<file path="src/hw/rtl/xlbp_pkg.sv">
// Shared types, constants and helpers for the XCS-LBP 3x3 filter.
`timescale 1ns / 1ps

package xlbp_pkg;

  localparam int LBP_MAX_LINE = 1024;
  localparam int PIX_W        = 8;
  localparam int LW_W         = 11;
  localparam int CODE_W       = 4;
  localparam int SCALED_W     = 8;
  localparam int MIN_WIDTH    = 3;

  typedef logic [PIX_W-1:0] pix_t;

  // 3x3 neighborhood; nb[0] right, then clockwise to nb[7] above-right
  typedef struct packed {
    pix_t [7:0] nb;
    pix_t       center;
  } lbp_window_t;

  typedef struct packed {
    logic [SCALED_W-1:0] scaled_code;
    logic [CODE_W-1:0]   pattern;
  } lbp_result_t;

  // last column index for a programmed width, with the width clamped to 3..max_line
  function automatic int last_col(logic [LW_W-1:0] lw, int max_line);
    int w;
    w = int'(lw);
    if (w < MIN_WIDTH) w = MIN_WIDTH;
    if (w > max_line) w = max_line;
    return w - 1;
  endfunction

  // code * 255 / 16, truncated
  function automatic logic [SCALED_W-1:0] scale_code(logic [CODE_W-1:0] p);
    logic [11:0] t;
    t = {p, 8'b0} - {8'b0, p};
    return t[11:4];
  endfunction

endpackage

</file>
<file path="src/hw/rtl/xlbp_code.sv">
// XCS-LBP code and scaled code from one 3x3 neighborhood.
`timescale 1ns / 1ps

module xlbp_code (
  input  xlbp_pkg::lbp_window_t win,
  output xlbp_pkg::lbp_result_t res
);
  import xlbp_pkg::*;

  logic [CODE_W-1:0] pattern;

  // bit k: (n_k - n_k+4) + c + (n_k - c)(n_k+4 - c) >= 0
  always_comb begin
    logic signed [8:0]  da, db, dab;
    logic signed [17:0] prod;
    logic signed [18:0] sum;
    pattern = '0;
    for (int k = 0; k < CODE_W; k++) begin
      da   = $signed({1'b0, win.nb[k]}) - $signed({1'b0, win.center});
      db   = $signed({1'b0, win.nb[k+4]}) - $signed({1'b0, win.center});
      dab  = $signed({1'b0, win.nb[k]}) - $signed({1'b0, win.nb[k+4]});
      prod = da * db;
      sum  = 19'(dab) + $signed({11'b0, win.center}) + 19'(prod);
      pattern[k] = ~sum[18];
    end
  end

  assign res.pattern     = pattern;
  assign res.scaled_code = scale_code(pattern);

endmodule

</file>
<file path="config.mk">
export PLATFORM = sky130hd
export DESIGN_NAME = xlbp_code
export DESIGN_NICKNAME = d
export VERILOG_FILES = /design/src/hw/rtl/xlbp_pkg.sv /design/src/hw/rtl/xlbp_code.sv
export SDC_FILE = /design/constraint.sdc
export NUM_CORES = 1
export LEC_CHECK = 0
export BUFFER_PORTS_ARGS = -buffer_cell sky130_fd_sc_hd__buf_4
export CAP_MARGIN = 20
export CORE_ASPECT_RATIO = 1.5
export CORE_MARGIN = 5
export CORE_UTILIZATION = 56
export DETAILED_ROUTE_END_ITERATION = 8
export GPL_ROUTABILITY_DRIVEN = 0
export PLACE_DENSITY = 0.82
export SLEW_MARGIN = 20
export SYNTH_ARGS = -nofsm -noshare
export SYNTH_HDL_FRONTEND = slang
export SYNTH_SLANG_ARGS = --single-unit
</file>
<file path="constraint.sdc">
create_clock -name vclk -period 21.8
set_input_delay 2.18 -clock vclk [all_inputs]
set_output_delay 2.18 -clock vclk [all_outputs]
set_load 0.02 [all_outputs]
</file>
; ---- After elaboration in Yosys (flattened, before gate mapping)
; Cells that the tools add are included.
[classes]
div_mod_pow = 0
eq_ne = 0
n_lt_le_gt_ge = 0
muxes = 0
n_mul = 4
n_reduce_logical = 0
bitwise_logic = 4
shift = 0
n_addsub = 21
[ops]
columns = op, n
row1 = subtractor 8 x 8 -> 9 bit, 12
row2 = adder 10 x 18 -> 19 bit, 4
row3 = multiplier 9 x 9 -> 18 bit, 4
row4 = adder 9 x 9 -> 10 bit, 4
row5 = subtractor 12 x 4 -> 12 bit, 1
row6 = NOT 1 bit, 4
[word_totals]
elab_cells = 29
latch_bits = 0
mem_bits_rw = 0
out_inout_bits = 12
n_memories = 0
register_bits = 0
in_bits = 72
rom_bits = 0

; ---- Logic depth before layout (Yosys ltp)
; Gate-level depths: netlist (run 1).
[depth]
depth_word = 5
mapped_depth = 30
mapped_depth_nobuf = 29

; ---- Worst setup path before layout (run 1)
; Ideal clock, no wire load.
[synth_timing]
path_kind = input -> output
startpoint = input port win[1] (netlist bit)
endpoint = output port res[6] (netlist bit)
path_buffers = 1
required_ps = 19620
t_arrival_ps = 8752
path_stages = 27
setup_slack_ps = 10868
path_cell_list = inv_1 > fa_1 > a21o_1 > a21oi_1 > o21bai_1 > a21oi_2 > o21a_1 > nand2b_1 > fa_1 > inv_1 > fa_1 > inv_1 > fa_1 > inv_1 > fa_1 > inv_1 > fa_1 > inv_1 > ha_1 > a211oi_1 > nor2_1 > a211oi_1 > nand3_1 > xnor2_1 > and2_4 > nand2_1 > buf_4
[synth_rtl]
columns = item, line
row1 = from (decl), xlbp_code.sv:5  ; input xlbp_pkg::lbp_window_t win,
row2 = to (decl), xlbp_code.sv:6  ; output xlbp_pkg::lbp_result_t res

==> results of run 1 <==
## cell usage after synthesis (12+ instances only)
cell | number | area (µm²)
a21oi_1 | 71 | 355.3
xor2_1 | 25 | 219.0
o21ai_1 | 29 | 145.1
o21ai_0 | 12 | 60.06
xnor2_2 | 17 | 276.5
fa_1 | 388 | 7767
nor2b_1 | 52 | 325.3
inv_1 | 567 | 2128
and2_1 | 20 | 125.1
nand2b_1 | 43 | 269.0
nand2_1 | 189 | 709.4
xnor2_1 | 51 | 446.7
a21o_1 | 19 | 142.6
nor3_1 | 12 | 60.06
ha_1 | 262 | 3278
nor2_1 | 87 | 326.6
o21bai_1 | 18 | 135.1
## cell usage in the layout (no fill, tap or decap), types with 7 or more instances in the layout
cell type / Yosys / layout
nand2_1: 189 / 189
xnor2_1: 51 / 51
o21bai_1: 18 / 18
nand4_1: 8 / 8
a21oi_2: 9 / 9
nor2_1: 87 / 87
ha_1: 262 / 262
buf_4: 1 / 87
o21ai_0: 12 / 12
nand2b_1: 43 / 43
fa_1: 388 / 388
or2_1: 10 / 10
xnor2_2: 17 / 17
nor2b_1: 52 / 52
o21ai_1: 29 / 29
a21oi_1: 71 / 71
xor2_1: 25 / 25
nor3_1: 12 / 12
inv_1: 567 / 567
and2_1: 20 / 20
a21o_1: 19 / 19
a21boi_1: 7 / 7
## worst paths after layout
path,start,end,depth (start not counted),slack [ps]
setup / recovery,win[1],res[8],28,9880
hold / removal,win[0],res[0],9,5760
## metal layers
metal  GRT usage (%)  wire, µm  up-vias
li1                -         -     6026
met1           27.26     14790     6596
met2           43.48     20440      414
met3           2.092      1946      113
met4           9.208      1894        0
met5               0         0        -
## metrics by stage
| step | util [%] | setup WS, ps |
|---|---|---|
| CTS | 60.23 | 9874 |
| global placement | 60.23 | 10070 |
| detailed placement | 60.23 | 9881 |
| global route | 60.23 | 9410 |
| floorplan | - | 10870 |
| finish | 60.23 | 9879 |
## cells by family after synthesis
| group | synth area share (%) |
|---|---|
| adders and majority gates | 62.86 |
| xor gates and xnor gates | 5.918 |
| buffers and inverters | 12.45 |
| AOI/OAI and AO/OA | 6.687 |
| and+or+nand+nor | 12.08 |
## cell type report
cell class | instances | area [µm²]
tap | 405 | 506.7
multi-input combinational | 1384 | 15380
inverter | 573 | 2151
fill | 2638 | 12340
timing repair buffer | 87 | 653.1
==> impl_metrics.tcl, run 1 <==
set metrics [dict create \
    status "finished clean" \
    final_area_um2 18690 \
    cts_resized 0 \
    cpPeakStageDelay_ps 630 \
    timing.fmax_ghz 0.08389 \
    tns_ps 0 \
    cp_max_fo 16 \
    crit_required_ps 19620 \
    endpoint_kind "primary output" \
    period_share_pct 54.68 \
    postCtsSetupRepairBufs 0 \
    period_needed_ps 11920 \
    grt_pass1_vias 15030 \
    seq_area_um2 0 \
    postPlaceCellArea_um2 18690 \
    nClkBuffers 0 \
    final-setup-viol-count 0 \
    grtUsageTotal_pct 23.16 \
    synthesis.nets 2688 \
    critical_path_class "primary input to primary output" \
    cp-start-kind "primary input" \
    drtPass1Iterations 5 \
    crit_arrival_ps 9740 \
    fp.dieArea_um2 35090 \
    grt_max_degree 17 \
    nFlopsAndLatches 0 \
    vias_per_cell 5.369 \
    diodes 0 \
    post-dp-hpwl_mm 35.59 \
    die_x_um 154.6 \
    ys_warn_count 0 \
    drtIter0Drc 646 \
    area_growth_pct 6.387 \
    drive_gt1_share_pct 6.703 \
    ys_types 44 \
    dp_cells 2449 \
    yosysSeqAreaShare_pct 0 \
    synth.avg_cell_area_um2 8.937 \
    syn_area_um2 17570 \
    nNetsFinal 2768 \
    grt.overflow.total 0 \
    drc 0 \
    num_vias 13150 \
    grt_pass1_wl_mm 67.06 \
    drv_slew 0 \
    crit_path_top_delay_cell "fa_1" \
    cts_hold_buf 0 \
    hold_viol_final 0 \
    wl_per_cell_um 15.95 \
    antenna_found_initial 0 \
    placementRows 79 \
    maxCapViolations 0 \
    portBuffers 84 \
    syn_inst 1966 \
    timing.hold.ws_ps 5756 \
    start_util_pct 56.61 \
    routed_wl_mm 39.07 \
    crit_buf_inv 8 \
    hp-class "primary input to primary output" \
    rsz0062_at_grt "false" \
    antenna_left 0 \
    io_pins 84 \
    design.core.area_um2 31040 \
    fin_cells 2449 \
    worstMarginPinSlew_ps 1021 \
    cp_top_family "adder cells" \
    relSlewSlack_pct 31.91 \
    die_h_um 226.9 \
]
Power of run 1 is left out: the tool's default activity adds up to more than one toggle a clock period on the data nets, which glitch-free logic cannot reach.
==> inputs of run 2 (changes only) <==
--- a/config.mk
+++ b/config.mk
@@ -5,6 +5,7 @@
 export SDC_FILE = /design/constraint.sdc
 export NUM_CORES = 1
 export LEC_CHECK = 0
+export ABC_AREA = 1
 export BUFFER_PORTS_ARGS = -buffer_cell sky130_fd_sc_hd__buf_4
 export CAP_MARGIN = 20
 export CORE_ASPECT_RATIO = 1.5
@@ -12,7 +13,7 @@
 export CORE_UTILIZATION = 56
 export DETAILED_ROUTE_END_ITERATION = 8
 export GPL_ROUTABILITY_DRIVEN = 0
-export PLACE_DENSITY = 0.82
+export PLACE_DENSITY = 0.85
 export SLEW_MARGIN = 20
 export SYNTH_ARGS = -nofsm -noshare
 export SYNTH_HDL_FRONTEND = slang
==> constraint.sdc (replaced) <==
create_clock -name vclk -period 10.8
set_input_delay 1.08 -clock vclk [all_inputs]
set_output_delay 1.08 -clock vclk [all_outputs]
set_load 0.02 [all_outputs]
==> impl_metrics.tcl, run 2 <==
set metrics [dict create \
    portBuffers 84 \
    crit_path_frequent_cell "nand2_1" \
    final-setup-viol-count 0 \
    ys_types 39 \
    worstMarginPinSlew_ps 1041 \
    synth.top_cells.by_count "inv_1, nand2_1, fa_1" \
    setup_ws_ps 1527 \
    cp-start-kind "primary input" \
    die_x_um 156.3 \
    cp_max_fo 16 \
    crit_arrival_ps 8190 \
    tns_ps 0 \
    cpPeakStageDelay_ps 740 \
    drive_gt1_share_pct 6.242 \
    grt_pass1_wl_mm 70.25 \
    antenna_left 0 \
    antenna_found_initial 0 \
    ys_warn_count 0 \
    crit_path_top_delay_cell "inv_1" \
    nNetsFinal 3063 \
    cts_resized 0 \
    critical_path_class "primary input to primary output" \
    hold_viol_final 0 \
    syn_inst 2261 \
    cts_hold_buf 0 \
    syn_area_um2 17980 \
    period_needed_ps 9273 \
    num_vias 14300 \
    seq_area_um2 0 \
    drv_slew 0 \
    synth.area.top_cells "fa_1, ha_1, inv_1" \
    drtIter0Drc 596 \
    placementRows 80 \
    nClkBuffers 0 \
    synthesis.nets 2983 \
    final_common_cell "inv_1" \
    status "finished clean" \
    postCtsSetupRepairBufs 0 \
    num-fill-cells 2697 \
    die_h_um 229.4 \
    fp.dieArea_um2 35860 \
    rsz0062_at_grt "false" \
    post-dp-hpwl_mm 37.21 \
    timing.fmax_ghz 0.1078 \
    start_util_pct 56.66 \
    wl_per_cell_um 14.77 \
    hp-class "primary input to primary output" \
    relSlewSlack_pct 30.58 \
    yosysSeqAreaShare_pct 0 \
    endpoint_kind "primary output" \
    post-place-ws_ps 1516 \
    grt_max_degree 17 \
    synth.top_cell.area_share_pct 43.20 \
    design.core.area_um2 31730 \
    area_growth_pct 6.236 \
    met3_usage_pct 1.265 \
    gr-usage-met2_pct 44.88 \
    maxCapViolations 0 \
    synth_area_leader_cell "fa_1" \
    drtPass1Iterations 5 \
    nFlopsAndLatches 0 \
    vias_per_cell 5.201 \
    grt_use_met1_pct 26.85 \
    synth.avg_cell_area_um2 7.952 \
    grt_pass1_vias 15880 \
    final_cell_mix "inv_1, nand2_1, fa_1, ha_1, nor2_1" \
    period_share_pct 85.86 \
    yosysMostFrequentCell "inv_1" \
    crit_required_ps 9720 \
    routed_wl_mm 40.60 \
    drc 0 \
    busiest_layer "met2" \
    io_pins 84 \
    grtUsageTotal_pct 23.59 \
    diodes 0 \
    grt.overflow.total 0 \
]
[run 2: cell types whose count changed after synthesis, sizes merged, moves of 35 or more]
cell and delta:
inv +133, nand2 +266, nand3 +46, xnor2 -35
nand2b -43, nor2b -52, nor2 +52
[run 2: area by class of cell]
cell class / instances / area [µm²] / area share, %
well taps: 410 / 513.0 / 2.686
inverters: 706 / 2653 / 13.89
repair buffers: 85 / 638.1 / 3.341
multi-input cells: 1548 / 15300 / 80.08
[run 2: final timing paths]
path,from,end,slack (ps),cells past startpoint
hold / removal,win[64],res[3],3510,16
setup / recovery,win[1],res[4],1530,34
[run 2: critical path: cells and delay by family]
kind,cells,cell delay (ps)
adders and majority gates,7,3420
buffers and inverters,10,1690
and+or+nand+nor,14,1360
AOI/OAI and AO/OA,3,600
[run 2: metrics by stage]
step           std cells  cell area, µm²  util (%)  hold slack, ps
2_1_floorplan       2261           17980         -            2884
3_3_place_gp        2749           19100     60.19            3496
3_5_place_dp        2749           19100     60.19            3504
4_1_cts             2749           19100     60.19            3515
5_1_grt             2749           19100     60.19            3691
6_report            2749           19100     60.19            3509
[run 2: cell families after synthesis]
group           after synthesis  synth area share (%)
buf+inv                     713                 14.92
xor+xnor                     57                 3.111
simple gates                702                 15.99
compound gates              139                 4.538
fa+ha+maj                   650                 61.44
[run 2: metal layers]
metal / vias up / routed length [µm]
li1: 6740 / -
met3: 145 / 1620
met4: 0 / 2276
met2: 462 / 22140
met5: - / 0
met1: 6950 / 14560
Power of run 2 is left out for the same reason.
==> inputs of run 3 (changes only) <==
--- a/config.mk
+++ b/config.mk
@@ -14,6 +14,7 @@
 export DETAILED_ROUTE_END_ITERATION = 8
 export GPL_ROUTABILITY_DRIVEN = 0
 export PLACE_DENSITY = 0.85
+export REMOVE_ABC_BUFFERS = 1
 export SLEW_MARGIN = 20
 export SYNTH_ARGS = -nofsm -noshare
 export SYNTH_HDL_FRONTEND = slang
==> impl_metrics.tcl, run 3 (synthesis gave the netlist of run 2 again) <==
set metrics [dict create \
    nClkBuffers 0 \
    drive_gt1_share_pct 6.282 \
    crit_required_ps 9720 \
    num-fill-cells 2693 \
    die_h_um 229.4 \
    vias_per_cell 5.213 \
    rsz0062_at_grt "false" \
    status "finished clean" \
    cts_resized 0 \
    area_growth_pct 6.319 \
    start_util_pct 56.66 \
    worstMarginPinSlew_ps 1029 \
    critical_path_class "primary input to primary output" \
    period_needed_ps 9185 \
    hold_viol_final 0 \
    tns_ps 0 \
    crit_path_frequent_cell "nand2_1" \
    fp.dieArea_um2 35860 \
    nNetsFinal 3064 \
    timing.fmax_ghz 0.1089 \
    period_share_pct 85.05 \
    antenna_found_initial 0 \
    grt_pass1_vias 15920 \
    grtUsageTotal_pct 23.66 \
    cp-start-kind "primary input" \
    diodes 0 \
    placementRows 80 \
    relSlewSlack_pct 31.43 \
    cts_hold_buf 0 \
    design.core.area_um2 31730 \
    die_x_um 156.3 \
    crit_path_top_delay_cell "fa_1" \
    cpPeakStageDelay_ps 650 \
    wl_per_cell_um 14.86 \
    drc 0 \
    portBuffers 84 \
    final_common_cell "inv_1" \
    antenna_left 0 \
    drv_slew 0 \
    io_pins 84 \
    crit_arrival_ps 8100 \
    nFlopsAndLatches 0 \
    seq_area_um2 0 \
    min_to "res[3]" \
    grt_pass1_wl_mm 70.48 \
    maxCapViolations 0 \
    final_cell_mix "inv_1, nand2_1, fa_1, ha_1, nor2_1" \
    post-dp-hpwl_mm 37.07 \
    hp-start "win[64]" \
    drtIter0Drc 684 \
    grt_max_degree 17 \
    final-setup-viol-count 0 \
    endpoint_kind "primary output" \
    num_vias 14340 \
    drtPass1Iterations 7 \
    hold_depth 16 \
    cp_max_fo 9 \
    hp-class "primary input to primary output" \
    postCtsSetupRepairBufs 0 \
    grt.overflow.total 0 \
    routed_wl_mm 40.86 \
]
-- run 3: cell count changes in the layout (fill, tap and decap cells not counted), sizes merged --
cell  change
buf       +1
-- run 3: cell type report --
class,instances,area (µm²),area share [%]
inverter,706,2653,13.88
multi-input combinational,1548,15300,80.02
tap,410,513.0,2.684
timing repair buffer,86,653.1,3.417
-- run 3: worst max path at each step --
stage	start	to	slack (ps)	cells after the start
CTS	win[1]	res[4]	1460	33
finish	win[1]	res[8]	1620	36
floorplan	win[1]	res[4]	2470	31
global placement	win[1]	res[4]	1690	33
detailed placement	win[1]	res[4]	1480	33
global route	win[1]	res[8]	1080	36
-- run 3: per-layer routing --
metal / share of wire (%) / track usage, % / vias up
met1: 35 / 25.96 / 7025
met2: 54 / 44.60 / 414
met3: 4.9 / 2.512 / 153
li1: - / - / 6745
met5: 0 / 0 / -
met4: 6.4 / 11.29 / 0
-- run 3: critical path, delay by kind of cell --
kind | cells | cell delay (ps)
fa+ha+maj | 7 | 3470
buf+inv | 11 | 1470
simple gates | 14 | 1340
compound gates | 4 | 710
-- run 3: stage by stage --
step | hold WS (ps) | worst slack, ps | instance area, µm² | utilization, % | instances
6_report | 3565 | 1615 | 19110 | 60.24 | 2750
4_1_cts | 3569 | 1464 | 19100 | 60.19 | 2749
3_3_place_gp | 3518 | 1691 | 19100 | 60.19 | 2749
3_5_place_dp | 3557 | 1479 | 19100 | 60.19 | 2749
2_1_floorplan | 2884 | 2473 | 17950 | - | 2254
5_1_grt | 3683 | 1085 | 19110 | 60.24 | 2750
Power of run 3 is left out for the same reason.
